<file path="config.mk">
export PLATFORM = sky130hd
export DESIGN_NAME = pgg_engine
export DESIGN_NICKNAME = d
export VERILOG_FILES = /design/src/pgg_pkg.sv /design/src/pgg_engine.sv
export SDC_FILE = /design/constraint.sdc
export NUM_CORES = 2
export LEC_CHECK = 0
export ABC_AREA = 1
export BUFFER_PORTS_ARGS = -buffer_cell sky130_fd_sc_hd__buf_2
export CAP_MARGIN = 20
export CORE_UTILIZATION = 24
export CTS_BUF_LIST = sky130_fd_sc_hd__clkbuf_16
export CTS_CLUSTER_SIZE = 40
export DETAILED_ROUTE_END_ITERATION = 10
export HOLD_SLACK_MARGIN = 0.03
export SLEW_MARGIN = 20
export SYNTH_ARGS = -nofsm -noshare
export SYNTH_HDL_FRONTEND = slang
export SYNTH_SLANG_ARGS = --single-unit
</file>
<file path="constraint.sdc">
create_clock -name i_clk -period 17.5 [get_ports i_clk]
set_input_delay 0 -clock i_clk [delete_from_list [all_inputs] [get_ports i_clk]]
set_output_delay 0 -clock i_clk [all_outputs]
set_load 0.01 [all_outputs]
</file>
<file path="src/pgg_pkg.sv">
// pgg_pkg: shared types, register codes, command codes and constant tables
// for the portamento glide generator. Depends on nothing.
`timescale 1ns / 1ps
`default_nettype none
package pgg_pkg;

    // default parameter values
    localparam int P_PITCH_FRAC_BITS = 16;
    localparam int P_COUNT_BITS      = 22;

    // configuration port
    localparam int CFG_W     = 25;
    localparam int CFG_IDX_W = 2;
    localparam logic [CFG_IDX_W-1:0] CFG_MODE   = 2'd0;
    localparam logic [CFG_IDX_W-1:0] CFG_LENGTH = 2'd1;
    localparam logic [CFG_IDX_W-1:0] CFG_STEP   = 2'd2;
    localparam logic [CFG_IDX_W-1:0] CFG_CURVE  = 2'd3;

    // command codes
    localparam logic [2:0] FN_TICK   = 3'd0;
    localparam logic [2:0] FN_JUMP   = 3'd1;
    localparam logic [2:0] FN_START  = 3'd2;
    localparam logic [2:0] FN_ORIGIN = 3'd3;
    localparam logic [2:0] FN_TARGET = 3'd4;
    localparam logic [2:0] FN_SNAP   = 3'd5;

    // divider width
    localparam int DIV_W = 32;

    typedef struct packed {
        logic [2:0]         func;
        logic signed [23:0] pitch_a;
        logic signed [23:0] pitch_b;
    } t_in_word;

    typedef struct packed {
        logic signed [23:0] pitch_now;
        logic [16:0]        glide_progress;
        logic               is_gliding;
    } t_out_word;

    typedef struct packed {
        logic               mode;
        logic [21:0]        length;
        logic [24:0]        step;
        logic signed [9:0]  curve;
    } t_cfg;

    typedef struct packed {
        logic             start;
        logic [DIV_W-1:0] num;
        logic [DIV_W-1:0] den;
    } t_div_req;

    typedef struct packed {
        logic        done;
        logic [15:0] quo;
    } t_div_rsp;

    typedef logic [15:0][29:0] t_base_tab;

    // floor square root, used only to build the constant table
    function automatic logic [63:0] f_isqrt(input logic [63:0] v);
        logic [63:0] x;
        logic [63:0] r;
        logic [63:0] bt;
        x  = v;
        r  = '0;
        bt = 64'h4000_0000_0000_0000;
        for (int i = 0; i < 32; i++) begin
            if (x >= r + bt) begin
                x = x - (r + bt);
                r = (r >> 1) + bt;
            end else begin
                r = r >> 1;
            end
            bt = bt >> 2;
        end
        return r;
    endfunction

    // successive square roots of one half in Q30, entry i weighs bit i
    function automatic t_base_tab f_base_tab();
        logic [63:0] b;
        t_base_tab   t;
        b = 64'd1 << 29;
        t = '0;
        for (int i = 15; i >= 0; i--) begin
            b    = f_isqrt(b << 30);
            t[i] = b[29:0];
        end
        return t;
    endfunction

    localparam t_base_tab EXP_BASE = f_base_tab();

    // index of the highest set bit
    function automatic logic [4:0] f_msb(input logic [31:0] x);
        logic [4:0] n;
        n = '0;
        for (int i = 0; i < 32; i++) begin
            if (x[i]) n = 5'(i);
        end
        return n;
    endfunction

    // magnitude of a pitch difference
    function automatic logic [24:0] f_abs25(input logic signed [24:0] v);
        logic [24:0] m;
        m = v[24] ? 25'(-v) : 25'(v);
        return m;
    endfunction

endpackage
`default_nettype wire

</file>
<file path="src/pgg_engine.sv">
// pgg_engine: command sequencer with one shared 32x32 multiplier that runs
// the analog step, log2 squaring, exp2 products, curve scaling and pitch scaling.
// Depends on pgg_pkg; uses pgg_div results for progress.
`timescale 1ns / 1ps
`default_nettype none
module pgg_engine #(
    parameter int PITCH_FRAC_BITS = pgg_pkg::P_PITCH_FRAC_BITS,
    parameter int COUNT_BITS      = pgg_pkg::P_COUNT_BITS
) (
    input  wire logic               i_clk,
    input  wire logic               i_rst_n,
    input  wire logic               i_start,
    input  wire pgg_pkg::t_in_word  i_item,
    input  wire pgg_pkg::t_cfg      i_cfg,
    output logic                    o_idle,
    output logic                    o_res_valid,
    output pgg_pkg::t_out_word      o_res,
    input  wire logic               i_res_take,
    output pgg_pkg::t_div_req       o_div_req,
    input  wire pgg_pkg::t_div_rsp  i_div_rsp
);
    import pgg_pkg::*;

    localparam logic [63:0] ONE_PITCH = 64'd1 << PITCH_FRAC_BITS;
    localparam logic [COUNT_BITS-1:0] TC_MAX = '1;
    localparam logic [16:0] PROG_FULL = 17'd65536;

    typedef enum logic [14:0] {
        S_IDLE  = 15'b000000000000001,
        S_CMD   = 15'b000000000000010,
        S_BEGIN = 15'b000000000000100,
        S_ASTEP = 15'b000000000001000,
        S_ASNAP = 15'b000000000010000,
        S_EXP   = 15'b000000000100000,
        S_EXPSH = 15'b000000001000000,
        S_LOGI  = 15'b000000010000000,
        S_LOG   = 15'b000000100000000,
        S_LOGE  = 15'b000001000000000,
        S_YM    = 15'b000010000000000,
        S_PITCH = 15'b000100000000000,
        S_PROG  = 15'b001000000000000,
        S_DIV   = 15'b010000000000000,
        S_DONE  = 15'b100000000000000
    } t_state;

    t_state r_state, n_state;

    logic [2:0]             r_func, n_func;
    logic signed [23:0]     r_pa, n_pa;
    logic signed [23:0]     r_pb, n_pb;
    logic signed [23:0]     r_start, n_start;
    logic signed [23:0]     r_target, n_target;
    logic signed [23:0]     r_cur, n_cur;
    logic [COUNT_BITS-1:0]  r_tc, n_tc;
    logic                   r_active, n_active;
    logic [16:0]            r_prog, n_prog;
    logic [30:0]            r_exp_r, n_exp_r;
    logic [25:0]            r_exp_m, n_exp_m;
    logic                   r_phase, n_phase;
    logic [3:0]             r_bit, n_bit;
    logic [18:0]            r_k16, n_k16;
    logic [16:0]            r_s, n_s;
    logic [31:0]            r_mant, n_mant;
    logic [15:0]            r_frac, n_frac;
    logic [4:0]             r_lg_n, n_lg_n;
    logic                   r_lsel, n_lsel;
    logic [20:0]            r_la, n_la;
    logic [20:0]            r_lp, n_lp;

    // pitch differences
    logic signed [24:0] w_d_tc, w_d_ts;
    logic [24:0]        w_m_tc, w_m_ts;
    logic [24:0]        w_step;
    assign w_d_tc = 25'(r_target) - 25'(r_cur);
    assign w_d_ts = 25'(r_target) - 25'(r_start);
    assign w_m_tc = f_abs25(w_d_tc);
    assign w_m_ts = f_abs25(w_d_ts);
    assign w_step = (i_cfg.step > 25'(1 << 24)) ? 25'(1 << 24) : i_cfg.step;

    // shared multiplier
    logic [31:0] w_mul_a, w_mul_b;
    logic [63:0] w_prod;
    always_comb begin
        w_mul_a = '0;
        w_mul_b = '0;
        case (r_state)
            S_ASTEP: begin
                w_mul_a = 32'(w_m_tc);
                w_mul_b = 32'(w_step);
            end
            S_EXP: begin
                w_mul_a = 32'(r_exp_r);
                w_mul_b = 32'(EXP_BASE[r_bit]);
            end
            S_LOG: begin
                w_mul_a = r_mant;
                w_mul_b = r_mant;
            end
            S_YM: begin
                w_mul_a = 32'(r_k16);
                w_mul_b = 32'(r_lp);
            end
            S_PITCH: begin
                w_mul_a = 32'(w_m_ts);
                w_mul_b = 32'(r_s);
            end
            default: begin
                w_mul_a = '0;
                w_mul_b = '0;
            end
        endcase
    end
    assign w_prod = 64'(w_mul_a) * 64'(w_mul_b);

    // rounded product views
    logic [63:0] w_r24, w_r16, w_r29;
    logic [24:0] w_q24, w_q16;
    logic [30:0] w_exp_step;
    logic [32:0] w_sq;
    logic [25:0] w_ym;
    assign w_r24      = w_prod + 64'(1 << 23);
    assign w_r16      = w_prod + 64'(1 << 15);
    assign w_r29      = w_prod + 64'(1 << 29);
    assign w_q24      = w_r24[48:24];
    assign w_q16      = w_r16[40:16];
    assign w_exp_step = w_r29[60:30];
    assign w_sq       = w_prod[63:31];
    assign w_ym       = w_r16[41:16];

    // exp2 integer shift with rounding
    logic [9:0]  w_ip;
    logic [5:0]  w_sh;
    logic [30:0] w_shr;
    logic [31:0] w_shr1;
    logic [30:0] w_e;
    logic [31:0] w_k_sum, w_s_sum;
    assign w_ip   = r_exp_m[25:16];
    assign w_sh   = w_ip[5:0] - 6'd1;
    assign w_shr  = r_exp_r >> w_sh;
    assign w_shr1 = 32'(w_shr) + 32'd1;
    always_comb begin
        if (w_ip > 10'd40) begin
            w_e = '0;
        end else if (w_ip == 10'd0) begin
            w_e = r_exp_r;
        end else begin
            w_e = w_shr1[31:1];
        end
    end
    assign w_k_sum = 32'(w_e) + 32'd2048;
    assign w_s_sum = 32'(w_e) + 32'd8192;

    // tick counter advance and end test
    logic [COUNT_BITS-1:0] w_tc_inc;
    logic                  w_t_end;
    assign w_tc_inc = (r_tc != TC_MAX) ? r_tc + 1'b1 : r_tc;
    assign w_t_end  = (i_cfg.length == 22'd0) ||
                      (32'(w_tc_inc) >= 32'(i_cfg.length)) || (w_tc_inc == TC_MAX);

    // curve exponent argument
    logic signed [9:0]  w_c;
    logic signed [19:0] w_cm;
    always_comb begin
        if (i_cfg.curve < -10'sd256) begin
            w_c = -10'sd256;
        end else if (i_cfg.curve > 10'sd256) begin
            w_c = 10'sd256;
        end else begin
            w_c = i_cfg.curve;
        end
    end
    assign w_cm = 20'sd131072 + (20'(w_c) <<< 9);

    // log normalization
    logic [31:0] w_lx;
    logic [4:0]  w_ln;
    logic [20:0] w_lval;
    assign w_lx   = r_lsel ? 32'(r_tc) : 32'(i_cfg.length);
    assign w_ln   = f_msb(w_lx);
    assign w_lval = {r_lg_n, r_frac};

    // begin-glide test
    logic w_differ;
    assign w_differ = (64'(w_m_ts) * 64'd1000000) > ONE_PITCH;

    // analog step result
    logic signed [24:0] w_a_new;
    assign w_a_new = w_d_tc[24] ? 25'(r_cur) - 25'(w_q24) : 25'(r_cur) + 25'(w_q24);

    // timed pitch result
    logic signed [24:0] w_t_new;
    assign w_t_new = w_d_ts[24] ? 25'(r_start) - 25'(w_q16) : 25'(r_start) + 25'(w_q16);

    // sequencer
    always_comb begin
        n_state  = r_state;
        n_func   = r_func;
        n_pa     = r_pa;
        n_pb     = r_pb;
        n_start  = r_start;
        n_target = r_target;
        n_cur    = r_cur;
        n_tc     = r_tc;
        n_active = r_active;
        n_prog   = r_prog;
        n_exp_r  = r_exp_r;
        n_exp_m  = r_exp_m;
        n_phase  = r_phase;
        n_bit    = r_bit;
        n_k16    = r_k16;
        n_s      = r_s;
        n_mant   = r_mant;
        n_frac   = r_frac;
        n_lg_n   = r_lg_n;
        n_lsel   = r_lsel;
        n_la     = r_la;
        n_lp     = r_lp;
        o_div_req.start = 1'b0;
        o_div_req.num   = '0;
        o_div_req.den   = '0;
        case (r_state)
            S_IDLE: begin
                if (i_start) begin
                    n_func  = i_item.func;
                    n_pa    = i_item.pitch_a;
                    n_pb    = i_item.pitch_b;
                    n_state = S_CMD;
                end
            end
            S_CMD: begin
                n_state = S_PROG;
                case (r_func)
                    FN_TICK: begin
                        if (r_active) begin
                            if (i_cfg.mode) begin
                                n_state = S_ASTEP;
                            end else begin
                                n_tc = w_tc_inc;
                                if (w_t_end) begin
                                    n_cur    = r_target;
                                    n_active = 1'b0;
                                end else begin
                                    n_exp_m = 26'(unsigned'(w_cm));
                                    n_exp_r = 31'(1 << 30);
                                    n_bit   = 4'd15;
                                    n_phase = 1'b0;
                                    n_state = S_EXP;
                                end
                            end
                        end
                    end
                    FN_JUMP: begin
                        n_start  = r_pa;
                        n_target = r_pa;
                        n_cur    = r_pa;
                        n_tc     = '0;
                        n_active = 1'b0;
                    end
                    FN_START: begin
                        n_start  = r_pa;
                        n_cur    = r_pa;
                        n_target = r_pb;
                        n_state  = S_BEGIN;
                    end
                    FN_ORIGIN: begin
                        n_start = r_pa;
                        n_cur   = r_pa;
                        n_state = S_BEGIN;
                    end
                    FN_TARGET: begin
                        n_start  = r_cur;
                        n_target = r_pa;
                        n_state  = S_BEGIN;
                    end
                    FN_SNAP: begin
                        n_cur    = r_target;
                        n_active = 1'b0;
                    end
                    default: begin
                        n_state = S_PROG;
                    end
                endcase
            end
            S_BEGIN: begin
                n_tc     = '0;
                n_active = w_differ && (i_cfg.mode || (i_cfg.length != 22'd0));
                if (!n_active) n_cur = r_target;
                n_state  = S_PROG;
            end
            S_ASTEP: begin
                n_cur   = w_a_new[23:0];
                n_state = S_ASNAP;
            end
            S_ASNAP: begin
                if ((64'(w_m_tc) * 64'd1000) < ONE_PITCH) begin
                    n_cur    = r_target;
                    n_active = 1'b0;
                end
                n_state = S_PROG;
            end
            S_EXP: begin
                if (r_exp_m[r_bit]) n_exp_r = w_exp_step;
                if (r_bit == 4'd0) begin
                    n_state = S_EXPSH;
                end else begin
                    n_bit = r_bit - 4'd1;
                end
            end
            S_EXPSH: begin
                if (!r_phase) begin
                    n_k16   = w_k_sum[30:12];
                    n_lsel  = 1'b0;
                    n_state = S_LOGI;
                end else begin
                    n_s     = w_s_sum[30:14];
                    n_state = S_PITCH;
                end
            end
            S_LOGI: begin
                n_lg_n  = w_ln;
                n_mant  = w_lx << (5'd31 - w_ln);
                n_frac  = '0;
                n_bit   = 4'd15;
                n_state = S_LOG;
            end
            S_LOG: begin
                if (w_sq[32]) begin
                    n_mant        = w_sq[32:1];
                    n_frac[r_bit] = 1'b1;
                end else begin
                    n_mant = w_sq[31:0];
                end
                if (r_bit == 4'd0) begin
                    n_state = S_LOGE;
                end else begin
                    n_bit = r_bit - 4'd1;
                end
            end
            S_LOGE: begin
                if (!r_lsel) begin
                    n_la    = w_lval;
                    n_lsel  = 1'b1;
                    n_state = S_LOGI;
                end else begin
                    n_lp    = r_la - w_lval;
                    n_state = S_YM;
                end
            end
            S_YM: begin
                n_exp_m = w_ym;
                n_exp_r = 31'(1 << 30);
                n_bit   = 4'd15;
                n_phase = 1'b1;
                n_state = S_EXP;
            end
            S_PITCH: begin
                n_cur   = w_t_new[23:0];
                n_state = S_PROG;
            end
            S_PROG: begin
                n_state = S_DONE;
                if (!r_active) begin
                    n_prog = PROG_FULL;
                end else if (i_cfg.mode) begin
                    if ((64'(w_m_ts) * 64'd1000000) <= ONE_PITCH) begin
                        n_prog = PROG_FULL;
                    end else if (w_m_tc >= w_m_ts) begin
                        n_prog = '0;
                    end else begin
                        o_div_req.start = 1'b1;
                        o_div_req.num   = DIV_W'(w_m_tc);
                        o_div_req.den   = DIV_W'(w_m_ts);
                        n_state         = S_DIV;
                    end
                end else if ((i_cfg.length == 22'd0) ||
                             (32'(r_tc) >= 32'(i_cfg.length))) begin
                    n_prog = PROG_FULL;
                end else begin
                    o_div_req.start = 1'b1;
                    o_div_req.num   = DIV_W'(r_tc);
                    o_div_req.den   = DIV_W'(i_cfg.length);
                    n_state         = S_DIV;
                end
            end
            S_DIV: begin
                if (i_div_rsp.done) begin
                    n_prog  = i_cfg.mode ? PROG_FULL - {1'b0, i_div_rsp.quo}
                                         : {1'b0, i_div_rsp.quo};
                    n_state = S_DONE;
                end
            end
            S_DONE: begin
                if (i_res_take) n_state = S_IDLE;
            end
            default: begin
                n_state = S_IDLE;
            end
        endcase
    end

    // control state
    always_ff @(posedge i_clk) begin
        if (!i_rst_n) begin
            r_state  <= S_IDLE;
            r_start  <= '0;
            r_target <= '0;
            r_cur    <= '0;
            r_tc     <= '0;
            r_active <= 1'b0;
        end else begin
            r_state  <= n_state;
            r_start  <= n_start;
            r_target <= n_target;
            r_cur    <= n_cur;
            r_tc     <= n_tc;
            r_active <= n_active;
        end
    end

    // working registers
    always_ff @(posedge i_clk) begin
        r_func  <= n_func;
        r_pa    <= n_pa;
        r_pb    <= n_pb;
        r_prog  <= n_prog;
        r_exp_r <= n_exp_r;
        r_exp_m <= n_exp_m;
        r_phase <= n_phase;
        r_bit   <= n_bit;
        r_k16   <= n_k16;
        r_s     <= n_s;
        r_mant  <= n_mant;
        r_frac  <= n_frac;
        r_lg_n  <= n_lg_n;
        r_lsel  <= n_lsel;
        r_la    <= n_la;
        r_lp    <= n_lp;
    end

    assign o_idle               = (r_state == S_IDLE);
    assign o_res_valid          = (r_state == S_DONE);
    assign o_res.pitch_now      = r_cur;
    assign o_res.glide_progress = r_prog;
    assign o_res.is_gliding     = r_active;

endmodule
`default_nettype wire

</file>
### After elaboration in Yosys (flattened, before gate mapping)

Memories as Yosys holds them, arrays and structs flattened. A register that Yosys moved wholly into a read port is not among the register bits.
Index checks and enable logic that the tools add are counted.

* bits in registers: 372
* memory bits (read-only): 480
* output and inout bits: 109
* logic and storage cells: 284
* memories kept: 1

* add/subtract/negate cells: 21
* multipliers: 3
* magnitude comparators: 13
* equal/unequal tests: 45
* shift operators: 2
* multiplexer cells: 128
* bitwise operators: 3
* reductions and logical operators: 46

Memories
* (no name shown): depth 16, width 30, rd ports 1, clocked after memory_dff 1, wr ports 0, line pgg_engine.sv:93 `w_mul_b = 32'(EXP_BASE[r_bit]);`

Operators by type and width (number)
* 65-bit two-way mux: 6
* 32-bit one-hot mux with 5 select lines: 2
* 31-bit two-way mux: 7
* 15-bit one-hot mux with 13 select lines: 1
* 24-bit two-way mux: 7
* 15-bit two-way mux: 10
* 5-bit two-way mux: 30
* 24-bit one-hot mux with 5 select lines: 1
* 17-bit two-way mux: 7
* 26-bit two-way mux: 4
* 24-bit one-hot mux with 2 select lines: 2
* 31-bit one-hot mux with 3 select lines: 1
* 22-bit two-way mux: 4
* 22-bit one-hot mux with 2 select lines: 2
* 25-bit two-way mux: 3
* 24-bit one-hot mux with 3 select lines: 1
* 32-bit by 32-bit multiplier with 64-bit output: 1
* 32-bit one-hot mux with 2 select lines: 1
* 61-bit by 30-bit adder with 61-bit output, second input constant: 1
* 26-bit one-hot mux with 2 select lines: 1
* 25-bit negation: 2
* 24-bit by 24-bit subtractor with 25-bit output: 2
* 24-bit adder: 2
* 48-bit by 24-bit adder with 48-bit output, second input constant: 1
* other kinds (92): 162

### Longest topological paths before layout

* word-level depth: 35
* gate-level depth with buffers: 87
* mapped depth without buffers: 86

### Least setup slack after synthesis

OpenSTA, ideal clock, no wires.

* path kind: flip-flop to flip-flop
* start: reg r_target[0]
* end: reg r_cur[22]
* arrival time: 13.551 ns
* slack: 3.833 ns
* stages on the path, launching flop included: 70
* buffers on the path: 1
* clock period less this slack: 13.667 ns
* cell sequence: dfxtp_1 -> inv_1 -> ha_1 -> fa_1 -> inv_1 -> nand3_1 -> nand2_1 -> xor2_1 -> nand3_1 -> inv_1 -> nand2_1 -> nor3_1 -> inv_1 -> nor3_1 -> nand3_1 -> nor3_1 -> nand2_1 -> nand2_1 -> (+34 left out) -> o21ai_0 -> nand2_1 -> nand2_1 -> a21oi_1 -> o21ai_0 -> a21oi_1 -> nor2_1 -> nor2_1 -> o21ai_0 -> inv_1 -> o21a_1 -> o21ai_0 -> a21oi_1 -> o21bai_1 -> xnor2_1 -> o221ai_1 -> nor3_1 -> nor2_1

* word-level cells in the longest chain between the ends: 9

Ends and longest elaborated chain
* start: declaration: line pgg_engine.sv:52 `logic signed [23:0] r_target, n_target;`
* start signal: assignment: line pgg_engine.sv:413 `r_target <= n_target;`
* 24-bit by 24-bit subtractor with 25-bit output (on tied branches): line pgg_engine.sv:75, pgg_engine.sv:74
* 25-bit negation: line pgg_pkg.sv:110 `m = v[24] ? 25'(-v) : 25'(v);`
* 25-bit two-way mux: line pgg_pkg.sv:110
* 32-bit one-hot mux with 5 select lines: line pgg_engine.sv:86 `case (r_state)`
* 32-bit by 32-bit multiplier with 64-bit output: line pgg_engine.sv:113 `assign w_prod = 64'(w_mul_a) * 64'(w_mul_b);`
* 48-bit by 24-bit adder with 48-bit output / 42-bit by 16-bit adder with 42-bit output (equally long branches): line pgg_engine.sv:121, pgg_engine.sv:122
* 24-bit adder, or another cell as far along: line pgg_engine.sv:188 `assign w_a_new = w_d_tc[24] ? 25'(r_cur) - 25'(w_q24) : 25'(r_cur) + 25'(w_q24);`
* 24-bit two-way mux (on tied branches): line pgg_engine.sv:188, pgg_engine.sv:192
* 24-bit one-hot mux with 5 select lines: line pgg_engine.sv:221 `case (r_state)`
* end signal: assignment: line pgg_engine.sv:414 `r_cur <= n_cur;`
* end: declaration: line pgg_engine.sv:53 `logic signed [23:0] r_cur, n_cur;`

Parallel ways exist; a longest one is shown, timed or not.
A chain may end at the register's enable or synchronous reset.

### Worst setup path after layout

* start: reg r_cur[6]
* end: reg r_cur[21]

* word-level cells in the longest chain between the ends: 9

Ends and longest elaborated chain
* 24-bit by 24-bit subtractor with 25-bit output: line pgg_engine.sv:74 `assign w_d_tc = 25'(r_target) - 25'(r_cur);`
* 25-bit negation: line pgg_pkg.sv:110
* 25-bit two-way mux: line pgg_pkg.sv:110
* 32-bit one-hot mux with 5 select lines: line pgg_engine.sv:86
* 32-bit by 32-bit multiplier with 64-bit output: line pgg_engine.sv:113
* 48-bit by 24-bit adder with 48-bit output / 42-bit by 16-bit adder with 42-bit output (equally long branches): line pgg_engine.sv:121, pgg_engine.sv:122
* 24-bit adder, or another cell as far along: line pgg_engine.sv:188
* 24-bit two-way mux (on tied branches): line pgg_engine.sv:188, pgg_engine.sv:192
* 24-bit one-hot mux with 5 select lines: line pgg_engine.sv:221

Parallel ways exist; a longest one is shown, timed or not.

==> flow_summary.toml <==
[route]
via_count = 70840
drt_iter0_drc = 6844
drc = 0
dr.pass1.iters = 7
drt-wirelength-per-cell_microns = 20.43
ant_nets = 0
viasPerCell = 4.769
drt-total-wl_mm = 303.4

[sta]
fin_skew_ps = 64.48
slew_headroom_pct = 25.00
tightest_slew_ps = 1125
setup_violations = 0
tns_ps = 0
rsz0062_at_grt = "no"
fmax_mhz = 60.36
period_minus_slack_ps = 16570
fin_ws_ps = 932.4
hold_viol = 0
hold_ws_ps = 56.55
drv_slew = 0
finalCritPeriodShare_pct = 94.67

[global_routing]
grtUsageMet1_pct = 24.67
grtUsageMet3_pct = 2.692
grt_pass1_vias = 69670
met2_usage_pct = 28.94
grt_max_degree = 62
top_usage_layer = "met2"
antenna_found_initial = 8
grt_first_pass_wirelength_mm = 452.7
grt.total_usage_pct = 18.41
overflow = 0

[place]
portBuffers = 224
gp_congestion = 1.012
post-place-ws_ps = 1084
hpwl_mm = 247.4
placed_area_sq_um = 84500

[clock_network]
htree_levels = 2
cts_sinks = 401
clk_pin_slew_ps = 70
cts-buffers-inserted = 51
cts_setup_buffers = 0
clk_latency_ps = 700
cts_tree = "done"
ctsLongestPathBuffers = 3
cts_root_buf = "clkbuf_16"

[synth]
syn_inst = 10300
synth-edff-count = 262
syn_area_sq_um = 77510
ys_seq_area_share_pct = 13.74
avgSynthCellArea_sq_um = 7.527
synth_seq_cells = 401
yosys_warnings = 0
synthArstFlopShare_pct = 0
synth_cell_type_count = 80
synth_top_flop_cell = "edfxtp_1"

[cells_and_area]
register_area_sq_um = 10650
final_cell_area_sq_um = 87240
fin_nets = 12390
final.fill_count = 35140
multi_input_area_sq_um = 57050
layout_commonest_cell = "inv_1"
layout_common_cells = "inv_1, nand2_1, fa_1"
drive_gt1_share_pct = 6.638
area_growth_pct = 12.56

[die]
floorplan.die_area_sq_um = 325200
rows = 208
start_util_pct = 24.14
die_y_microns = 570.3
fp.coreArea_sq_um = 321100
die_w_microns = 570.3
ios = 239

[worst_setup_path]
path_delay_family = "adder cells"
worstPathRequired_ps = 18030
path_class = "flop to flop"
crit_top_cell = "nand2_1"
start_kind = "flop"
cpPeakStageDelay_ps = 750
arrival_ps = 17090
worstSetupEndpointType = "flop"
crit_fanout = 20
crit_slowest_cell = "a221o_1"
critPathBufInv = 14

[run_status]
outcome = "finished clean"

[flow_run]
maxCapViolCount = 0

[min_path]
min_path_type = "input pin to flop"
-- layout make-up --
type	count	area share (%)
sequential	401	12.21
timing repair buffer	506	3.998
clock inverter	45	0.5464
inverter	2374	10.21
antenna	1	0.002868
clock buffer	51	1.463
multi-input combinational	7169	65.39
tap	4305	6.174
-- final timing paths --
check / from / to / slack [ps] / cells past startpoint
hold reg to reg: r_frac[10] / r_la[10] / 450 / 0
hold / removal: i_item[30] / r_pa[6] / 60 / 2
setup / recovery: r_cur[6] / r_cur[21] / 930 / 71
setup reg to reg: r_cur[6] / r_cur[21] / 930 / 71
-- cells in the mapped netlist (16+ instances only) --
cell type  number  area share [%]
o21ai_0       418             2.7
dfxtp_1       139             3.6
nor2_2         26            0.21
ha_1          668              11
buf_1          29            0.14
xnor2_1        71            0.80
o22ai_1        79            0.64
a31oi_1        99            0.80
fa_1         1090              28
nor3_1         74            0.48
or2_2          20            0.16
edfxtp_1      262              10
o221ai_1       42            0.47
nor4_1         30            0.24
inv_2          30            0.15
buf_4          18            0.17
nor2_1        699             3.4
nand2_1      2281              11
clkbuf_1      303             1.5
nand4_1        94            0.76
o21bai_1       17            0.16
nand3_1       302             2.0
xor2_1        230             2.6
o21a_1         31            0.30
o31ai_1        16            0.15
a21oi_1       475             3.1
nand2_2        20            0.16
inv_1        2334              11
o211ai_1       30            0.29
nand3b_1       24            0.23
a221oi_1       24            0.27
o21ai_1        67            0.43
a211oi_1       80            0.77
-- per-layer routing --
| layer | up-vias | routed length (microns) |
|---|---|---|
| li1 | 32410 | - |
| met1 | 34640 | 127500 |
| met2 | 3178 | 133700 |
| met3 | 601 | 24800 |
| met4 | 6 | 17340 |
| met5 | - | 41 |
-- state kept, by name, summed over array words and instances, names as in the netlist, 15 cells and up, named ones only --
name / count
r_mant: 32
r_exp_r: 31
r_exp_m: 26
r_cur: 24
r_pa: 24
r_pb: 24
r_start: 24
r_target: 24
r_tc: 22
r_la: 21
r_lp: 21
r_k16: 19
r_prog: 17
r_s: 17
r_frac: 16
r_state: 15
-- what timing repair did --
action                                 CTS  global route
setup endpoints to repair                0             4
endpoints found under the hold margin  116             0
resized for setup                        0             5
hold buffers                            95             0
-- metrics by stage --
| step | utilization [%] | cells |
|---|---|---|
| after detailed placement | 26.31 | 14660 |
| final | 27.17 | 14850 |
| after global routing | 27.17 | 14850 |
| after floorplan | - | 10310 |
| after global placement | 26.31 | 14660 |
| after CTS | 27.15 | 14850 |
-- cell families (layout without fill, tap and decap cells) --
kind of cell               Yosys count  after routing  share of synthesized area (%)
xor gates and xnor gates           304            304                          3.474
DFF                                401            401                          13.74
buffers and inverters             2740           2976                          13.41
other                                1             15                       0.004838
AOI/OAI and AO/OA                 1455           1455                          10.96
adders and majority gates         1758           1758                          38.94
and+or+nand+nor                   3623           3623                          19.27
muxes                               15             15                         0.2018
Power is left out: the tool's default activity adds up to more than one toggle a clock period on the data nets, which glitch-free logic cannot reach.
