## config.mk

```make
export PLATFORM = sky130hd
export DESIGN_NAME = pgg_div
export DESIGN_NICKNAME = d
export VERILOG_FILES = /design/src/pgg_pkg.sv /design/src/pgg_div.sv
export SDC_FILE = /design/constraint.sdc
export NUM_CORES = 1
export LEC_CHECK = 0
export BUFFER_PORTS_ARGS = -buffer_cell sky130_fd_sc_hd__buf_4
export CORE_MARGIN = 2
export CORE_UTILIZATION = 42
export CTS_BUF_LIST = sky130_fd_sc_hd__clkbuf_2
export DETAILED_ROUTE_END_ITERATION = 16
export PLACE_DENSITY = 0.65
export SLEW_MARGIN = 10
export SYNTH_ARGS = -nofsm -noshare
export SYNTH_HDL_FRONTEND = slang
export SYNTH_SLANG_ARGS = --single-unit
```

## constraint.sdc

```tcl
create_clock -name i_clk -period 6.6 [get_ports i_clk]
set_clock_uncertainty 0.2 [all_clocks]
set_input_delay 1.32 -clock i_clk [delete_from_list [all_inputs] [get_ports i_clk]]
set_output_delay 1.32 -clock i_clk [all_outputs]
set_load 0.01 [all_outputs]
```

## src/pgg_pkg.sv

```systemverilog
// pgg_pkg: shared types, register codes, command codes and constant tables
// for the portamento glide generator. Depends on nothing.
`timescale 1ns / 1ps
`default_nettype none
package pgg_pkg;

    // default parameter values
    localparam int P_PITCH_FRAC_BITS = 16;
    localparam int P_COUNT_BITS      = 22;

    // configuration port
    localparam int CFG_W     = 25;
    localparam int CFG_IDX_W = 2;
    localparam logic [CFG_IDX_W-1:0] CFG_MODE   = 2'd0;
    localparam logic [CFG_IDX_W-1:0] CFG_LENGTH = 2'd1;
    localparam logic [CFG_IDX_W-1:0] CFG_STEP   = 2'd2;
    localparam logic [CFG_IDX_W-1:0] CFG_CURVE  = 2'd3;

    // command codes
    localparam logic [2:0] FN_TICK   = 3'd0;
    localparam logic [2:0] FN_JUMP   = 3'd1;
    localparam logic [2:0] FN_START  = 3'd2;
    localparam logic [2:0] FN_ORIGIN = 3'd3;
    localparam logic [2:0] FN_TARGET = 3'd4;
    localparam logic [2:0] FN_SNAP   = 3'd5;

    // divider width
    localparam int DIV_W = 32;

    typedef struct packed {
        logic [2:0]         func;
        logic signed [23:0] pitch_a;
        logic signed [23:0] pitch_b;
    } t_in_word;

    typedef struct packed {
        logic signed [23:0] pitch_now;
        logic [16:0]        glide_progress;
        logic               is_gliding;
    } t_out_word;

    typedef struct packed {
        logic               mode;
        logic [21:0]        length;
        logic [24:0]        step;
        logic signed [9:0]  curve;
    } t_cfg;

    typedef struct packed {
        logic             start;
        logic [DIV_W-1:0] num;
        logic [DIV_W-1:0] den;
    } t_div_req;

    typedef struct packed {
        logic        done;
        logic [15:0] quo;
    } t_div_rsp;

    typedef logic [15:0][29:0] t_base_tab;

    // floor square root, used only to build the constant table
    function automatic logic [63:0] f_isqrt(input logic [63:0] v);
        logic [63:0] x;
        logic [63:0] r;
        logic [63:0] bt;
        x  = v;
        r  = '0;
        bt = 64'h4000_0000_0000_0000;
        for (int i = 0; i < 32; i++) begin
            if (x >= r + bt) begin
                x = x - (r + bt);
                r = (r >> 1) + bt;
            end else begin
                r = r >> 1;
            end
            bt = bt >> 2;
        end
        return r;
    endfunction

    // successive square roots of one half in Q30, entry i weighs bit i
    function automatic t_base_tab f_base_tab();
        logic [63:0] b;
        t_base_tab   t;
        b = 64'd1 << 29;
        t = '0;
        for (int i = 15; i >= 0; i--) begin
            b    = f_isqrt(b << 30);
            t[i] = b[29:0];
        end
        return t;
    endfunction

    localparam t_base_tab EXP_BASE = f_base_tab();

    // index of the highest set bit
    function automatic logic [4:0] f_msb(input logic [31:0] x);
        logic [4:0] n;
        n = '0;
        for (int i = 0; i < 32; i++) begin
            if (x[i]) n = 5'(i);
        end
        return n;
    endfunction

    // magnitude of a pitch difference
    function automatic logic [24:0] f_abs25(input logic signed [24:0] v);
        logic [24:0] m;
        m = v[24] ? 25'(-v) : 25'(v);
        return m;
    endfunction

endpackage
`default_nettype wire

```

## src/pgg_div.sv

```systemverilog
// pgg_div: restoring fraction divider, one quotient bit per cycle, 16 bits.
// Numerator must be below the divisor. Depends on pgg_pkg.
`timescale 1ns / 1ps
`default_nettype none
module pgg_div (
    input  wire logic              i_clk,
    input  wire logic              i_rst_n,
    input  wire pgg_pkg::t_div_req i_req,
    output pgg_pkg::t_div_rsp      o_rsp
);
    import pgg_pkg::*;

    logic             r_busy;
    logic             r_done;
    logic [3:0]       r_cnt;
    logic [DIV_W-1:0] r_rem;
    logic [DIV_W-1:0] r_den;
    logic [15:0]      r_quo;
    logic [DIV_W:0]   w_sh;
    logic             w_ge;

    // shift and trial subtract
    assign w_sh = {r_rem, 1'b0};
    assign w_ge = w_sh >= {1'b0, r_den};

    // control
    always_ff @(posedge i_clk) begin
        if (!i_rst_n) begin
            r_busy <= 1'b0;
            r_done <= 1'b0;
            r_cnt  <= '0;
        end else begin
            r_done <= 1'b0;
            if (i_req.start) begin
                r_busy <= 1'b1;
                r_cnt  <= 4'd15;
            end else if (r_busy) begin
                r_cnt <= r_cnt - 4'd1;
                if (r_cnt == 4'd0) begin
                    r_busy <= 1'b0;
                    r_done <= 1'b1;
                end
            end
        end
    end

    // datapath
    always_ff @(posedge i_clk) begin
        if (i_req.start) begin
            r_rem <= i_req.num;
            r_den <= i_req.den;
            r_quo <= '0;
        end else if (r_busy) begin
            if (w_ge) begin
                r_rem <= DIV_W'(w_sh - {1'b0, r_den});
                r_quo <= {r_quo[14:0], 1'b1};
            end else begin
                r_rem <= w_sh[DIV_W-1:0];
                r_quo <= {r_quo[14:0], 1'b0};
            end
        end
    end

    assign o_rsp.done = r_done;
    assign o_rsp.quo  = r_quo;

endmodule
`default_nettype wire

```

**Word level (Yosys, flattened, before mapping)**

Cells that the tools add are included.

- Equality and inequality tests: 0
- Divide/modulo/power cells: 0
- Reduce and logical (&&, ||, !) cells: 3
- Add/subtract/negate cells: 2
- Magnitude comparators: 1
- $mul: 0
- Mux-type cells: 10
- Shift operators: 0
- Bitwise logic cells: 2

Operators with widths:

| kind | count |
|---|---|
| $mux W32 | 3 |
| $ge A33 B32 Y1 | 1 |
| $sub A32 B32 Y32 | 1 |
| $mux W4 | 2 |
| $mux W1 | 5 |
| $logic_not A4 Y1 | 1 |
| $sub A4 B1 Y4 const B | 1 |
| $reduce_or A3 Y1 | 1 |
| $not A1 Y1 | 2 |
| $reduce_bool A2 Y1 | 1 |

- Memories: 0
- Bits of input ports: 67
- Output and inout port bits: 17
- Register bits after elaboration: 86
- Memory bits (writable): 0
- ROM bits: 0
- Bits in latches: 0

**Longest topological paths before layout**

Gate-level depths: netlist of run 1.

- Word-level depth: 4
- Depth in mapped cells: 13
- Gate-level depth less buffers: 12

**Worst setup path before layout of run 1**

No wires, ideal clock.

- Kind: reg2reg
- Start point: register r_rem[17]
- End point: register r_rem[10], data pin
- Stages on the path, launching flop included: 12
- Slack: 3.316 ns
- Arrival: 2.824 ns
- Period minus slack after synthesis: 3.284 ns
- Setup time: 0.260 ns
- Buffers on the path: 1
- Path through: edfxtp_1 ha_1 a21o_1 o21bai_1 or3_1 a211oi_2 nor4_2 o21ai_4 nand2_4 buf_6 mux2_4 mux2_2

- Word-level cells in the longest chain between the ends: 4

Ends and longest elaborated chain:

| item | RTL line | source |
|---|---|---|
| from (decl) | pgg_div.sv:16 | `logic [DIV_W-1:0] r_rem;` |
| from (signal assigned) | pgg_div.sv:50 | `r_rem <= i_req.num;` |
| from (signal assigned) | pgg_div.sv:55 | `r_rem <= DIV_W'(w_sh - {1'b0, r_den});` |
| from (signal assigned) | pgg_div.sv:58 | `r_rem <= w_sh[DIV_W-1:0];` |
| $ge A33 B32 Y1 | pgg_div.sv:24 | `assign w_ge = w_sh >= {1'b0, r_den};` |
| $mux W32 | pgg_div.sv:54 | `if (w_ge) begin` |
| $mux W32 | pgg_div.sv:53 | `end else if (r_busy) begin` |
| $mux W32 | pgg_div.sv:49 | `if (i_req.start) begin` |

No other way between the ends. The select of a mux whose other input is x is not followed.
A chain may end at the register's enable or synchronous reset.

**Worst setup path after layout of run 1**

- Start point: register r_rem[17]
- End point: register r_rem[16], data pin

Same word-level chain as after synthesis.

==> metrics.md, run 1 <==
| Metric | Value |
|---|---|
| Max incr delay on CP | `500 ps` |
| # resized after CTS | `0` |
| Flip-flop and latch area | `2362 µm²` |
| Clock root buffer master | `clkbuf_2` |
| # H-tree levels | `3` |
| FF-to-FF path depth | `10` |
| Top cells by count, synth | `edfxtp_1, a21oi_1, inv_1` |
| DR WL/cell | `15.37 µm` |
| Num rows | `41` |
| CP required | `6800 ps` |
| Post-CTS Setup Inserts | `0` |
| CP Class | `flip-flop to flip-flop` |
| Synth Warn # | `0` |
| Initial Utilization | `43.05%` |
| Hold_buf cts | `0` |
| Chip height | `117.7 µm` |
| Post-Syn Nets | `623` |
| Hold Path Class | `flip-flop to flip-flop` |
| Worst-path fanout max | `10` |
| Slew margin rel. | `27.58%` |
| Max-slew violation count | `0` |
| Hold Path Sink | `r_quo[0]$_SDFFE_PP0P_` |
| Worst path top cell family by delay | `compound AO/OA/AOI/OAI gates` |
| Synth Flop Type | `edfxtp_1` |
| Syn avg cell area | `10.41 µm²` |
| Reg-to-reg setup timing slack | `2890 ps` |
| Crit-path cells | `ha_1 -> a21o_1 -> o21bai_1 -> or3_1 -> a211oi_2 -> nor4_2 -> o21a_1 -> nor2_2 -> o31ai_1 -> mux2_1` |
| Peak supply drop | `131.2 µV` |
| Distinct cells, synth | `62` |
| Crit. End Element | `flip-flop` |
| Status | `complete, no violations` |
| EDFF count, synth | `64` |
| Die area | `13860 µm²` |
| Max Cap Violations | `0` |
| Core area | `12620 µm²` |
| Number of global-route vias before repair | `4191` |
| Final hold vios | `0` |
| Clk_lat worst skew | `630 ps` |
| Most frequent cell after synthesis | `edfxtp_1` |
| Hold slack | `332.1 ps` |
| Top cells by area, synth | `edfxtp_1, dfxtp_1, ha_1` |
| Initial antenna violation count | `1` |
| Clock tree from TritonCTS | `built` |
| Fill count | `1190` |
| Leak | `2.730 nW` |
| Final WL | `11.91 mm` |
| Via Count | `4118` |
| Post-DR vias/cell | `5.314` |
| Pre-CTS setup slack | `2911 ps` |
| Final setup margin | `2891 ps` |
| Fin crit period | `3709 ps` |
| Layout cell share with drive strength beyond 1 | `23.59%` |
| Port buffer count | `83` |
| Unrepaired setup endpoints after global routing | `false` |
| Total Neg Setup Slack | `0 ps` |
| Critical path buffers and inverters | `0` |
| Sink Count | `86` |
| CTS Buffer Depth | `2` |
| Drt pass-1 iters | `4` |
| Yosys top cell area share | `35.38%` |
| Largest net degree at the start of global routing | `58` |
| Layout Area Growth over Synthesis | `15.48%` |
| Die width | `117.7 µm` |
| HP Start | `r_quo[0]$_SDFFE_PP0P_` |
| Multi-input logic area | `2808 µm²` |
| Register area share after synthesis | `43.48%` |
| Hold depth | `2` |
| R2r endpoint | `r_rem[16]$_DFFE_PP_` |
| Residual DRC count | `0` |
| Asr flop ratio synth | `0%` |
| CP max stage cell | `nor2_2` |
| Netlist Area Pre-Place | `5433 µm²` |
| CP Launch Type | `flip-flop` |
| Dpl hpwl | `8.737 mm` |
| Final setup fails | `0` |
| Layout Nets | `698` |
| Syn Inst Count | `522` |
| Global router's overall resource usage | `17.93%` |
| Yosys top cell by area | `edfxtp_1` |
| Critical path data arrival time | `3910 ps` |
| Worst r2r src | `r_rem[17]$_DFFE_PP_` |
| Worst Max-Slew Pin Slew | `1085 ps` |
| First-pass GRT wire length | `20.01 mm` |
| Final worst path period share | `56.19%` |
| Remaining Overflow, GRT | `0` |
| Cts bufs inserted | `9` |
| Yosys reg bits | `86` |
| Gpl congestion | `0.9317` |
| Pwr dens | `326.1 nW/µm²` |
| Starting DRC count in detailed routing | `268` |
| I/O pin cnt | `84` |
| Clock slew at reported path FFs | `240 ps` |
| ANT nets after route | `0` |
| FMAX | `269.6 MHz` |
| Crit. Startpoint | `r_rem[17]$_DFFE_PP_` |
-- per-layer routing --
metal,global-route usage [%],vias up,routed length (µm)
met5,0,-,0
met4,7.907,0,305
met3,5.184,24,638
met2,29.07,107,5471
met1,22.17,1937,5492
li1,-,2050,-
-- sequential cells by signal (all words and copies together), names as in the netlist --
| signal | count |
|---|---|
| r_rem | 32 |
| r_cnt | 4 |
| r_quo | 16 |
| r_done | 1 |
| r_den | 32 |
| r_busy | 1 |
-- per-stage QoR --
stage                     area, µm²  power, mW  instances  util, %
after floorplan                5433      1.594        522        -
after global placement         6177      1.774        758    48.95
after detailed placement       6177      1.802        758    48.95
after CTS                      6271      2.057        774    49.69
after global routing           6274      2.210        775    49.71
final                          6274      2.046        775    49.71
-- cells by family after synthesis --
family	share of synthesized area, %
buffers and inverters	4.836
AO/OA/AOI/OAI	15.85
XOR/XNOR	4.192
flip-flops	43.48
multiplexers	12.37
adder cells (fa/ha/maj)	7.969
AND/OR/NAND/NOR	11.31
-- worst register-to-register path: cells and delay by family, from the launching register on --
kind                       cells  cell delay (ps)
AOI/OAI and AO/OA              5             1200
and+or+nand+nor                3              980
DFF                            1              460
adders and majority gates      1              390
muxes                          1              300
-- cell usage in the layout, fill, tap and decap left out, types with 22 or more instances in the layout --
| master | netlist | layout |
|---|---|---|
| a21oi_1 | 45 | 45 |
| buf_4 | 1 | 84 |
| dfxtp_1 | 22 | 22 |
| edfxtp_1 | 64 | 64 |
| ha_1 | 33 | 33 |
| inv_1 | 43 | 43 |
| mux2_2 | 22 | 22 |
| nand2_1 | 29 | 29 |
| nor2_1 | 39 | 39 |
-- area by class of cell --
class / instances / share of cell area (%)
Timing Repair Buffer: 84 / 10.05
Inverter: 43 / 2.573
Tap cell: 172 / 3.430
Clock buffer: 9 / 0.7180
Antenna cell: 1 / 0.03989
Sequential cell: 86 / 37.65
Multi-Input combinational cell: 373 / 44.75
Clock inverter: 7 / 0.7778
-- where the power goes --
part	leakage [nW]	internal (mW)	switching, mW
Clock	0.0536	0.0495	0.198
Combinational	1.86	0.511	0.541
Sequential	0.814	0.695	0.0513
-- worst max path at each step --
stage / endpoint / slack [ps] / cells past startpoint
2_1_floorplan: r_rem[10]$_DFFE_PP_ / 3320 / 11
3_3_place_gp: r_rem[16]$_DFFE_PP_ / 2970 / 10
3_5_place_dp: r_rem[3]$_DFFE_PP_ / 2910 / 10
4_1_cts: r_rem[4]$_DFFE_PP_ / 2900 / 10
5_1_grt: r_rem[16]$_DFFE_PP_ / 2620 / 9
6_report: r_rem[16]$_DFFE_PP_ / 2890 / 10
(Power assumes the default switching activity.)
==> run 2: changes to the inputs <==
Settings changed: ABC_AREA set to 1, PLACE_DENSITY 0.65 to 0.67.
Clock period 6.6 ns to 3 ns, I/O delays scaled along.
==> run 2 against run 1 <==
Against the previous run:
- combinational power rose by 100%
- sequential share of layout area is 7.4 points lower
- fmax rose by 36%
- largest cell class unchanged
- setup slack got worse by 2600 ps
==> metrics.md, run 2 <==
| Metric | Value |
|---|---|
| Met2 WL post-DR | `7.581 mm (+39%)` |
| Main combinational cell family by area after synthesis | `simple AND/OR/NAND/NOR gates` |
| WL met1 | `7.950 mm (+45%)` |
| Most frequent cell after synthesis | `nand2_1` |
| # H-tree levels | `3 (unchanged)` |
| I/O pin cnt | `84 (unchanged)` |
| Most frequent cells in the layout | `nand2_1, inv_1, buf_4, dlygate4sd3_1, edfxtp_1` |
| DR WL/cell | `13.69 µm (-11%)` |
| Largest regs | `r_den: 32 flops, r_rem: 32 flops, r_quo: 16 flops` |
| Num rows | `44 (+7.3%)` |
| Final hold vios | `0 (unchanged)` |
| Critical path data arrival time | `2930 ps (-980 ps)` |
| Layout Area Growth over Synthesis | `25.24%` |
| Post-CTS Setup Inserts | `0 (unchanged)` |
| CTS Buffer Depth | `2 (unchanged)` |
| Slew margin rel. | `68.49% (+41 points)` |
| Reg-to-reg setup timing slack | `280 ps (-2610 ps)` |
| Largest net degree at the start of global routing | `36 (-38%)` |
| Top cells by count, synth | `nand2_1, inv_1, edfxtp_1` |
| Clk_lat worst skew | `640 ps (about the same)` |
| Register area share after synthesis | `37.93% (-5.5 points)` |
| Drt pass-1 iters | `5 (+1)` |
| Complex-gate fraction of the synthesized area | `3.898% (-12 points)` |
| Distinct cells, synth | `35 (-44%)` |
| Syn Inst Count | `891 (+71%)` |
| Commonest non-fill, non-tap cell in the layout | `nand2_1` |
| Total Neg Setup Slack | `0 ps (unchanged)` |
| Total power | `4.342 mW (+110%)` |
| Yosys top cell area share | `30.86% (-4.5 points)` |
| ANT nets after route | `0 (unchanged)` |
| Hold Path Sink | `r_rem[27]$_DFFE_PP_` |
| Synth Warn # | `0 (unchanged)` |
| Post-synthesis adder-cell area fraction | `6.952% (-1.0 points)` |
| Fin crit period | `2718 ps (-990.9 ps)` |
| Met3 Wirelength | `902 µm (+41%)` |
| Crit. End Element | `flip-flop` |
| Syn avg cell area | `6.989 µm² (-33%)` |
| Design area | `7799 µm² (+24%)` |
| Worst r2r src | `r_rem[20]$_DFFE_PP_` |
| Remaining Overflow, GRT | `0 (unchanged)` |
| Worst-path fanout max | `33 (+23)` |
| Via Count | `5901 (+43%)` |
| Post-DR vias/cell | `4.805 (-9.6%)` |
| Placed Area | `7023 µm² (+14%)` |
| Dpl hpwl | `12.35 mm (+41%)` |
| Unrepaired setup endpoints after global routing | `false` |
| Status | `complete, no violations` |
| Cts bufs inserted | `9 (unchanged)` |
| Clock tree from TritonCTS | `built` |
| Netlist Area Pre-Place | `6227 µm² (+15%)` |
| Top Metal Used | `met5` |
| # resized after CTS | `0 (unchanged)` |
| Final worst path period share | `90.60% (+34 points)` |
| Port buffer count | `83 (unchanged)` |
| Starting DRC count in detailed routing | `366 (+37%)` |
| Clock slew at reported path FFs | `260 ps (+20 ps)` |
| Core area | `14530 µm² (+15%)` |
| CP required | `3210 ps (-3590 ps)` |
| Top cells by area, synth | `edfxtp_1, nand2_1, inv_1` |
| Final WL | `16.81 mm (+41%)` |
| Yosys top cell by area | `edfxtp_1` |
| Die width | `125.8 µm (+6.8%)` |
| Post-synthesis mux area share | `0% (-12 points)` |
| Max-slew violation count | `0 (unchanged)` |
| First-pass GRT wire length | `27.26 mm (+36%)` |
| Hold depth | `3 (+1)` |
| Layout Nets | `1139 (+63%)` |
| EDFF count, synth | `64 (unchanged)` |
| Max Cap Violations | `0 (unchanged)` |
| Leak | `4.083 nW (+50%)` |
| Yosys reg bits | `86 (unchanged)` |
| Synth Area in XOR/XNOR | `1.969% (-2.2 points)` |
| Final setup fails | `0 (unchanged)` |
| Simple-gate portion of the synthesized area | `36.25% (+25 points)` |
| Pre-CTS setup slack | `316.4 ps (-2594 ps)` |
| Synth Flop Type | `edfxtp_1` |
| Asr flop ratio synth | `0% (unchanged)` |
| Hold Path Class | `primary input to flip-flop` |
| Layout cell share with drive strength beyond 1 | `11.98% (-12 points)` |
| Gpl congestion | `0.9166 (-1.6%)` |
| R2r endpoint | `r_rem[12]$_DFFE_PP_` |
| Worst Max-Slew Pin Slew | `472.2 ps (-612.7 ps)` |
| Clock root buffer master | `clkbuf_2` |
| Initial antenna violation count | `1 (unchanged)` |
| Sink Count | `86 (unchanged)` |
| Post-Syn Nets | `992 (+59%)` |
| Chip height | `125.8 µm (+6.8%)` |
| Residual DRC count | `0 (unchanged)` |
| Number of global-route vias before repair | `5582 (+33%)` |
| FF-to-FF path depth | `12 (+2)` |
| Die area | `15820 µm² (+14%)` |
| Peak supply drop | `431.3 µV (+230%)` |
| HP Start | `i_req[59]` |
| Initial Utilization | `42.85% (-0.20 points)` |
| CP Class | `flip-flop to flip-flop` |
| FMAX | `367.9 MHz (+36%)` |
| Global router's overall resource usage | `21.59% (+3.7 points)` |
| Pwr dens | `556.7 nW/µm² (+71%)` |
| CP Launch Type | `flip-flop` |
| Final setup margin | `282.1 ps (-2609 ps)` |
run 2: cell types whose count changed in the layout (fill, tap and decap cells not counted), sizes merged, moves of 16 or more:
| cell | delta |
|---|---|
| inv | +139 |
| nand3 | +44 |
| a21o | -18 |
| dlygate4sd3 | +64 |
| mux2 | -40 |
| a21oi | -27 |
| o21ai | -16 |
| nand3b | +37 |
| mux2i | -18 |
| nand2 | +327 |
run 2: final cells by class:
| class | instances | area [µm²] |
|---|---|---|
| inverter | 181 | 679.4 |
| tap | 184 | 230.2 |
| clock buffer | 9 | 45.04 |
| fill | 1470 | 6735 |
| antenna | 1 | 2.502 |
| sequential | 86 | 2362 |
| multi-input combinational | 605 | 3055 |
| timing repair buffer | 155 | 1336 |
| clock inverter | 7 | 87.58 |
run 2: logic make-up after synthesis:
family | after synthesis
simple gates | 514
flops | 86
fa+ha+maj | 34
buf+inv | 200
compound gates | 43
xor+xnor | 14
run 2: worst max path at each step:
stage                              startpoint                  end  cells after the start
final                     r_rem[20]$_DFFE_PP_  r_rem[12]$_DFFE_PP_                     12
after global routing      r_rem[19]$_DFFE_PP_  r_rem[27]$_DFFE_PP_                     14
after CTS                 r_rem[20]$_DFFE_PP_  r_rem[27]$_DFFE_PP_                     12
after detailed placement  r_rem[20]$_DFFE_PP_  r_rem[27]$_DFFE_PP_                     12
after global placement    r_rem[20]$_DFFE_PP_  r_rem[27]$_DFFE_PP_                     12
after floorplan                     i_req[64]   r_rem[0]$_DFFE_PP_                      4
run 2: through the flow:
step                      std cells  hold WS (ps)  utilization (%)
final                          1228         85.61            53.66
after global routing           1228         15.08            53.66
after CTS                      1227         30.78            53.64
after detailed placement       1147         258.7            48.32
after global placement         1147         254.6            48.32
after floorplan                 891         246.6                -
run 2: where the power goes:
group	switching [mW]	internal [mW]	total, mW
registers	0.0767	1.46	1.54
logic	1.30	0.805	2.10
clock network	0.483	0.215	0.699
run 2: what timing repair did:
item / CTS / global route
hold endpoints to repair: 67 / 0
endpoints found under the setup margin: 0 / 0
hold buffers: 64 / 0
run 2: worst max-delay path, stage by stage (launching register included):
cell and delay, ps:
edfxtp_1 510, ha_1 410, nand2_1 140, nor2_1 150
inv_1 70, nor2_1 120, inv_1 90, nor2_2 130
nand2_4 170, nand2_8 270, nand2_1 100, nand3_1 80
nand2_1 50
run 2: per-layer routing:
metal	track usage, %	vias up
met1	29.11	2659
met3	4.800	27
li1	-	3054
met4	5.430	2
met5	0	-
met2	35.48	159
==> run 3: changes to the inputs <==
Settings changed: CELL_PAD_IN_SITES_DETAIL_PLACEMENT set to 0, CELL_PAD_IN_SITES_GLOBAL_PLACEMENT set to 1, CORE_UTILIZATION 42 to 39, PLACE_DENSITY 0.67 to 0.82.
==> run 3 against run 2 <==
Against the previous run:
- final cell count is 2.6% higher
- first-iteration DRC count is 1.9% lower
- non-clock buffer count stayed put
- highest routed layer is now met4
- sequential cell count stayed put
- via count is 1.5% lower
- fmax is 1.5% lower
- combinational power hardly changed
- setup slack worse by 43 ps
==> metrics.md, run 3 (synthesis gave the netlist of run 2 again) <==
| Metric | Value |
|---|---|
| Status | `complete, no violations` |
| Cell count along the critical path | `12 (unchanged)` |
| Via Count | `5813 (-1.5%)` |
| I/O pin cnt | `84 (unchanged)` |
| CP required | `3220 ps (about the same)` |
| Max incr delay on CP | `530 ps (+20 ps)` |
| Port buffer count | `83 (unchanged)` |
| Clock root buffer master | `clkbuf_2` |
| Critical path buffers and inverters | `1 (-1)` |
| FMAX | `362.3 MHz (-1.5%)` |
| Most frequent CP cell | `nand2_1` |
| Routing usage on met3 | `4.633% (-0.17 points)` |
| Multi-input logic area | `3055 µm² (unchanged)` |
| Layout cell share with drive strength beyond 1 | `12.37% (+0.38 points)` |
| Crit. End Element | `flip-flop` |
| Hold Path Class | `primary input to flip-flop` |
| Final worst path period share | `92.01% (+1.4 points)` |
| Layout Nets | `1139 (unchanged)` |
| Max Cap Violations | `0 (unchanged)` |
| Met2 Track Usage GR | `35.14% (-0.34 points)` |
| Most frequent cells in the layout | `nand2_1, inv_1, buf_4, edfxtp_1, dlygate4sd3_1` |
| Max-slew violation count | `0 (unchanged)` |
| Worst-path fanout max | `12 (-64%)` |
| Chip height | `130.4 µm (+3.7%)` |
| CP Class | `flip-flop to flip-flop` |
| M1 GR Usage | `28.10% (-1.0 points)` |
| Clock tree from TritonCTS | `built` |
| Dpl hpwl | `12.88 mm (+4.3%)` |
| Final setup fails | `0 (unchanged)` |
| Largest regs | `r_den: 32 flops, r_rem: 32 flops, r_quo: 16 flops` |
| Starting DRC count in detailed routing | `359 (-1.9%)` |
| Fin crit period | `2760 ps (+42.51 ps)` |
| Worst path top cell family by delay | `simple AND/OR/NAND/NOR gates` |
| Gpl congestion | `0.8609 (-6.1%)` |
| Clk_lat worst skew | `670 ps (+30 ps)` |
| Sink Count | `86 (unchanged)` |
| Leak | `4.081 nW (about the same)` |
| Worst Max-Slew Pin Slew | `467.4 ps (-4.779 ps)` |
| # H-tree levels | `3 (unchanged)` |
| Worst Setup EP | `r_rem[11]$_DFFE_PP_` |
| DR WL/cell | `13.51 µm (-1.3%)` |
| Global router's overall resource usage | `21.16% (-0.43 points)` |
| Flip-flop and latch area | `2362 µm² (unchanged)` |
| Unrepaired setup endpoints after global routing | `true` |
| Slew margin rel. | `68.81% (+0.32 points)` |
| Initial antenna violation count | `1 (unchanged)` |
| ANT nets after route | `0 (unchanged)` |
| Num rows | `46 (+4.5%)` |
| Final setup margin | `239.6 ps (-42.51 ps)` |
| Number of global-route vias before repair | `5754 (+3.1%)` |
| Remaining Overflow, GRT | `0 (unchanged)` |
| R2r endpoint | `r_rem[11]$_DFFE_PP_` |
| Crit-path cells | `ha_1 -> nand2_1 -> nor2_1 -> nand2_1 -> nor2_1 -> nand2_1 -> nand3_2 -> nor2_4 -> buf_4 -> nand3b_1 -> nand3_1 -> nand2_1` |
| Fill count | `1650 (+12%)` |
| Clock slew at reported path FFs | `310 ps (+50 ps)` |
| Largest net degree at the start of global routing | `37 (+2.8%)` |
| Non-filler instance count after layout | `1260 (+2.6%)` |
| Commonest non-fill, non-tap cell in the layout | `nand2_1` |
| Cts bufs inserted | `9 (unchanged)` |
| Residual DRC count | `0 (unchanged)` |
| Hold slack | `48.14 ps (-37.47 ps)` |
| CP Launch Type | `flip-flop` |
| Post-CTS Setup Inserts | `0 (unchanged)` |
| Pre-CTS setup slack | `304.6 ps (-11.82 ps)` |
| Die area | `16990 µm² (+7.4%)` |
| CP max stage cell | `edfxtp_1` |
| Layout Area Growth over Synthesis | `25.48%` |
| Final WL | `17.03 mm (+1.3%)` |
| Peak supply drop | `366.8 µV (-15%)` |
| Worst r2r src | `r_rem[17]$_DFFE_PP_` |
| Core area | `15770 µm² (+8.5%)` |
| FF-to-FF path depth | `12 (unchanged)` |
| Critical path data arrival time | `2980 ps (+50 ps)` |
| Crit. Startpoint | `r_rem[17]$_DFFE_PP_` |
| CTS Buffer Depth | `2 (unchanged)` |
| Die width | `130.4 µm (+3.7%)` |
| Final hold vios | `0 (unchanged)` |
| Top Usage Layer GRT | `met2` |
| Reg-to-reg setup timing slack | `240 ps (-40 ps)` |
| Placed Cells | `1183 (+3.1%)` |
| First-pass GRT wire length | `27.68 mm (+1.5%)` |
| Initial Utilization | `39.49% (-3.4 points)` |
| Drt pass-1 iters | `5 (unchanged)` |
| Pwr dens | `556.7 nW/µm² (about the same)` |
| Post-DR vias/cell | `4.613 (-4.0%)` |
==> run 3: area by class of cell <==
type                       count  share of cell area [%]
antenna                        1                 0.03203
clock buffer                   9                  0.5765
clock inverter                 7                   1.089
inverter                     181                   8.695
multi-input combinational    605                   39.10
sequential                    86                   30.23
tap                          216                   3.459
timing repair buffer         155                   16.81
==> run 3: worst register-to-register path, cell delays in order (launching register included) <==
cell	delay [ps]
edfxtp_1	530
ha_1	390
nand2_1	150
nor2_1	90
nand2_1	90
nor2_1	70
nand2_1	90
nand3_2	80
nor2_4	300
buf_4	290
nand3b_1	100
nand3_1	90
nand2_1	50
==> run 3: report_power, final <==
part	internal (mW)	leakage (nW)	switching [mW]
Combinational	0.801	3.19	1.29
Sequential	1.46	0.816	0.0788
Clock	0.215	0.0798	0.500
==> run 3: through the flow <==
step	power (mW)	area (µm²)	TNS, ps	utilization (%)
after detailed placement	3.590	7081	0	44.90
after floorplan	3.056	6227	0	-
after CTS	4.380	7811	0	49.53
final	4.350	7814	0	49.55
after global routing	4.714	7814	-2.094	49.55
after global placement	3.575	7081	0	44.90
==> run 3: what timing repair did <==
item                                    4_1_cts  5_1_grt
endpoints found under the setup margin        0        1
gates resized for setup                       0        0
hold buffers                                 60        0
endpoints found under the hold margin        63        0
==> run 3: routing by layer <==
layer,share of wire (%),vias to the layer above
li1,-,3057
met1,48,2608
met2,46,132
met3,4.9,16
met4,1.4,0
met5,0,-
==> run 3: how the worst min path moves through the flow <==
| stage | startpoint | endpoint | cells after the start | slack (ps) |
|---|---|---|---|---|
| finish | i_req[46] | r_rem[14]$_DFFE_PP_ | 3 | 50 |
| global route | i_req[46] | r_rem[14]$_DFFE_PP_ | 3 | 7 |
| CTS | i_req[46] | r_rem[14]$_DFFE_PP_ | 3 | 7 |
| detailed placement | r_quo[15]$_SDFFE_PP0P_ | r_quo[15]$_SDFFE_PP0P_ | 2 | 250 |
| global placement | r_quo[15]$_SDFFE_PP0P_ | r_quo[15]$_SDFFE_PP0P_ | 2 | 240 |
| floorplan | r_cnt[3]$_SDFFE_PN0P_ | r_cnt[3]$_SDFFE_PN0P_ | 2 | 250 |
